`src/sv/adam_sqrt.sv`:
```
// Pipelined integer square root, one result bit per stage.
module adam_sqrt #(
   parameter int unsigned RW = 28,
   parameter int unsigned SW = 1
) (
   input  logic            clock,
   input  logic            reset,
   input  logic            en,
   input  logic            in_valid,
   input  logic [2*RW-1:0] in_rad,
   input  logic [SW-1:0]   in_side,
   output logic            out_valid,
   output logic [RW-1:0]   out_root,
   output logic [SW-1:0]   out_side
);
   logic            valid_ff [RW];
   logic [RW+1:0]   rem_ff   [RW];
   logic [RW-1:0]   root_ff  [RW];
   logic [2*RW-1:0] rad_ff   [RW];
   logic [SW-1:0]   side_ff  [RW];

   for (genvar k = 0; k < RW; k++) begin : g_stage
      logic            prev_valid;
      logic [RW+1:0]   prev_rem;
      logic [RW-1:0]   prev_root;
      logic [2*RW-1:0] prev_rad;
      logic [SW-1:0]   prev_side;
      logic [RW+3:0]   trial;
      logic [RW+3:0]   test;
      logic [RW+3:0]   diff;
      logic            take;
      logic [RW+1:0]   rem_in;

      if (k == 0) begin : g_head
         assign prev_valid = in_valid;
         assign prev_rem   = '0;
         assign prev_root  = '0;
         assign prev_rad   = in_rad;
         assign prev_side  = in_side;
      end else begin : g_body
         assign prev_valid = valid_ff[k-1];
         assign prev_rem   = rem_ff[k-1];
         assign prev_root  = root_ff[k-1];
         assign prev_rad   = rad_ff[k-1];
         assign prev_side  = side_ff[k-1];
      end

      // bring down two radicand bits, try root*4+1
      assign trial  = {prev_rem, prev_rad[2*RW-1:2*RW-2]};
      assign test   = {2'b00, prev_root, 2'b01};
      assign diff   = trial - test;
      assign take   = (trial >= test);
      assign rem_in = take ? diff[RW+1:0] : trial[RW+1:0];

      always_ff @(posedge clock) begin
         if (reset) begin
            valid_ff[k] <= 1'b0;
         end else if (en) begin
            valid_ff[k] <= prev_valid;
         end
      end

      always_ff @(posedge clock) begin
         if (en) begin
            rem_ff[k]  <= rem_in;
            root_ff[k] <= {prev_root[RW-2:0], take};
            rad_ff[k]  <= {prev_rad[2*RW-3:0], 2'b00};
            side_ff[k] <= prev_side;
         end
      end
   end

   assign out_valid = valid_ff[RW-1];
   assign out_root  = root_ff[RW-1];
   assign out_side  = side_ff[RW-1];
endmodule

```
`config.mk`:
```
export PLATFORM = sky130hd
export DESIGN_NAME = adam_sqrt
export DESIGN_NICKNAME = d
export VERILOG_FILES = /design/src/sv/adam_sqrt.sv
export SDC_FILE = /design/constraint.sdc
export NUM_CORES = 2
export LEC_CHECK = 0
export BUFFER_PORTS_ARGS = -buffer_cell sky130_fd_sc_hd__buf_2
export CAP_MARGIN = 10
export CORE_ASPECT_RATIO = 2
export CORE_UTILIZATION = 35
export CTS_BUF_LIST = sky130_fd_sc_hd__clkbuf_16
export DETAILED_ROUTE_END_ITERATION = 8
export GPL_TIMING_DRIVEN = 0
export RECOVER_POWER = 50
export REMOVE_ABC_BUFFERS = 1
export SYNTH_ARGS = -nofsm -noshare
export SYNTH_HDL_FRONTEND = slang
export SYNTH_SLANG_ARGS = --single-unit
```
`constraint.sdc`:
```
create_clock -name clock -period 5.4 [get_ports clock]
set_clock_uncertainty 0.2 [all_clocks]
set_input_delay 0.27 -clock clock [delete_from_list [all_inputs] [get_ports clock]]
set_output_delay 0.27 -clock clock [all_outputs]
set_load 0.1 [all_outputs]
```
# Yosys cells after proc, flatten, opt, wreduce, memory -nomap -nowiden
# Memories as Yosys holds them, arrays and structs flattened.
# Index checks and enable logic that the tools add are counted.
op_classes:
  mul: 0
  bitwise: 28
  n_eq_ne: 0
  shift: 0
  muxes: 62
  add_sub_neg: 28
  reduce_logical: 0
  div: 0
  order_cmp: 28
op_table:
  columns: ["op", "count"]
  rows:
  - ["greater-or-equal comparator 32 x 30 -> 1 bit", 27]
  - ["two-way mux 30 bit", 28]
  - ["subtractor 30 bit", 27]
  - ["two-way mux 1 bit", 34]
  - ["OR 1 bit", 28]
  - ["subtractor 2 x 1 -> 3 bit (second input constant)", 1]
  - ["greater-or-equal comparator 2 x 1 -> 1 bit (second input constant)", 1]
word_totals:
  ram_bits: 3192
  ff_bits: 0
  romBits: 0
  word_cells: 151
  latch_bits: 0
  output_inout_bits: 30
  in_bits: 61
  n_memories: 5
mem_list:
  columns: ["memory", "words", "word_bits", "rd", "rd_ports_with_merged_regs", "write_ports", "line_no", "text"]
  rows:
  - ["rad_ff", 28, 54, 27, 0, 28, "19", "logic [2*RW-1:0] rad_ff [RW];"]
  - ["rem_ff", 28, 30, 27, 0, 28, "17", "logic [RW+1:0] rem_ff [RW];"]
  - ["root_ff", 28, 28, 28, 0, 28, "18", "logic [RW-1:0] root_ff [RW];"]
  - ["side_ff", 28, 1, 28, 0, 28, "20", "logic [SW-1:0] side_ff [RW];"]
  - ["valid_ff", 28, 1, 28, 0, 28, "16", "logic valid_ff [RW];"]

# Logic depth before layout (Yosys ltp)
logic_depth:
  ltp_word: 4
  ltp_mapped: 14
  mapped_depth_nobuf: 13

# Worst setup path after synthesis
# Ideal clock, no wire load.
synth_path:
  kind: "register -> register"
  startpoint: "mem rem_ff[0][224] (netlist name)"
  endpoint: "mem rem_ff[0][246] (netlist name), data pin"
  n_path_buf: 0
  arrival_ns: 3.359
  setup_ns: 0.260
  period_less_slack_ns: 3.819
  required_time_ns: 4.940
  stages_incl_launch_ff: 10
  path_slack_ns: 1.581
  cell_sequence: "edfxtp_1 -> or4_1 -> or2_1 -> or3_4 -> or4b_4 -> or3_4 -> nor4_4 -> o21ai_2 -> nor3_4 -> mux2_2"
synth_rtl:
  columns: ["item", "line_no"]
  rows:
  - ["start: declaration", "17"]

==> metrics.txt <==
DRC 0; chip height 723 um; post-route ant nets 0; Pleak 38.8 nW; Synth Warn # 0; gpl congestion 0.938; number of buffers and inverters on the critical path 1; Tightest Pin Transition 3840 ps; Worst Setup SP rem_ff[0][423]; RSZ-0062 raised after global routing no; mapped cell area 0.0910 mm2; Final period util 99.0%; critical path's top delay family compound AO/OA/AOI/OAI gates; Crit path depth 12; relative slew slack -156%; Initial Utilization 35.2%; die area 0.262 mm2; via count 54226; top-count cell post-synth edfxtp_1; Worst VDD drop 345 uV; Worst-Skew Late Latency 890 ps; GRT Util Overall 14.4%; vias in the first global route 57866; Overflow after GRT 0; starting DRC count in detailed routing 2601; postcts setup bufs 0; Hold Path Class in -> reg; post-route core utilization 39.9%; crit-path max cell delay 820 ps; Buffers on Ports 90; reg2reg start rem_ff[0][423]; failing checks capacitance limit, slew limit; biggest area consumer among synthesized cells edfxtp_1; worst-path cell chain ha_1, a21o_1, a21o_1, a21oi_1, a21boi_0, o21ai_0, a22oi_1, o21a_1, inv_2, nand2_1, nor3_1, xor2_1; CTS Buffer Depth 4; Top cell by count, worst path a21o_1; Seq/Total Area, Yosys 65.6%; # setup viols final 0; post-synth top area share 65.6%; largest net degree at the start of global routing 175; r2r endpoint rem_ff[0][468]; run status complete, but fails checks; Clock Pin Slew Worst Setup and Hold Paths 70 ps; Worst Setup Start Kind flip-flop; CP Class reg -> reg; Post-synth top cells edfxtp_1 (1986), inv_1 (557), nand2_1 (508); Final Hold Fails 0; Root Buffer Master clkbuf_16; routed len/inst 17.7 um; Req. time, crit path 5730 ps; CTS Sinks 1986; H-tree depth 4; Worst R2R Setup Slack 60 ps; nets 7752; Min Clock Period, post-route 5340 ps; Power Density 401 mW/mm2; Die W 362 um; top cells by area, synth edfxtp_1 (66%), ha_1 (6.0%), xnor2_1 (3.2%), xor2_1 (2.8%), inv_1 (2.3%); Routed WL 193000 um; Fmax achieved 0.187 GHz; Area Growth Syn to Fin 13.3%; Async SR Flop Fraction 0%; initial antenna violation count 2; CORE AREA 0.258 mm2; max-slew violations 493; IO Count 91; Arr. time, crit path 5670 ps; DP HPWL 139000 um; Avg Inst Size Synth 13.1 um2; crit path capture type flip-flop; via/cell ratio 4.99; Fin Hold WS 112 ps; CP max FO 19; Yosys reg bits 1986; fraction of layout cells with a size suffix above 1 6.60%; FF-to-FF path depth 12; EDFF count, synth 1986; Cell variety after synth 81; Pre-Repair DR Iteration Count 6; Post-Syn Instances 6937; first-pass GRT wire length 294000 um; max_cap viols 4; ys flop type edfxtp_1; slowest cell on the critical path o21a_1; Inserted Clock Buffers 193; crit path capture rem_ff[0][468]; Rows 264; CTS tree done
worst reg2reg max path, stage by stage (launching register included):
cell	delay (ps)
edfxtp_1	400
ha_1	380
a21o_1	210
a21o_1	180
a21oi_1	280
a21boi_0	540
o21ai_0	440
a22oi_1	550
o21a_1	820
inv_2	470
nand2_1	330
nor3_1	80
xor2_1	150
kinds of logic (layout without fill, tap and decap cells):
logic type      Yosys count  in the layout  synth area share, %
simple gates           1802           1802                 9.78
buf+inv                 681           1150                 2.82
xor+xnor                624            624                 6.01
other cells               1              2              0.00412
compound gates         1347           1347                 9.10
flops                  1986           1986                 65.6
fa+ha+maj               436            436                 6.00
mux                      60             60                0.728
where the power goes:
group / internal (mW) / total, mW / switching, mW
Combinational: 3.19 / 7.89 / 4.70
Sequential: 19.3 / 20.3 / 0.998
Clock: 7.23 / 13.1 / 5.86
area by class of cell:
cell class,count,area (um2)
Antenna cell,1,2.50
Clock buffer,195,4880
Clock inverter,151,1130
Fill cell,23921,155000
Inverter,559,2100
Multi-Input combinational cell,4270,28900
Sequential cell,1986,59600
Tap cell,3458,4330
Timing Repair Buffer,245,2130
per-stage QoR:
step / power (mW) / setup slack, ps / instances / TNS, ps / area [um2]
2_1_floorplan: 25.8 / -944 / 6815 / -17400 / 90500
3_3_place_gp: 29.0 / -29630 / 10363 / - / 95300
3_5_place_dp: 28.4 / 118 / 10399 / 0 / 96000
4_1_cts: 41.8 / 66.1 / 10864 / 0 / 103000
5_1_grt: 43.2 / 84.6 / 10865 / 0 / 103000
6_report: 41.3 / 56.4 / 10865 / 0 / 103000
sequential cells by signal, indices dropped and copies added (netlist names):
name,count
valid_ff,28
rem_ff,768
rad_ff,756
root_ff,406
side_ff,28
how the worst min path moves through the flow:
stage / end / slack (ps) / from / cells past startpoint
floorplan: rad_ff[0][0] / 170 / in_rad[0] / 0
global placement: rad_ff[0][146] / 200 / rad_ff[0][90] / 0
detailed placement: rad_ff[0][203] / 200 / rad_ff[0][147] / 0
CTS: rem_ff[0][0] / 10 / in_rad[54] / 3
global route: rem_ff[0][0] / 60 / in_rad[54] / 3
finish: rem_ff[0][0] / 110 / in_rad[54] / 3
metal layers:
layer / vias up / part of all wire, % / global-route usage [%]
met4: 0 / 10 / 13.3
met5: - / 0 / 0
li1: 26171 / - / -
met2: 1051 / 61 / 31.2
met3: 682 / 2.9 / 1.95
met1: 26322 / 27 / 9.55
cells in the final DEF (no fill, tap or decap), types with 71 or more instances in the layout:
cell / instances
nor4_1: 71
or3_1: 81
inv_1: 590
ha_1: 436
a21o_1: 166
o21ai_0: 383
nand3_1: 105
nand2b_1: 83
nor2_1: 390
dlygate4sd3_1: 119
o21a_1: 86
a21oi_1: 401
clkbuf_16: 195
xnor2_1: 330
nand4_1: 73
nor3_1: 176
edfxtp_1: 1986
xor2_1: 294
nand2_1: 508
repair_timing:
| item | CTS | global route |
|---|---|---|
| setup endpoints to repair | 0 | 26 |
| hold buffers | 119 | 0 |
| resized for setup | 0 | 2 |
| hold endpoints to repair | 180 | 0 |
Note: power is estimated with default switching activity, not from simulation.
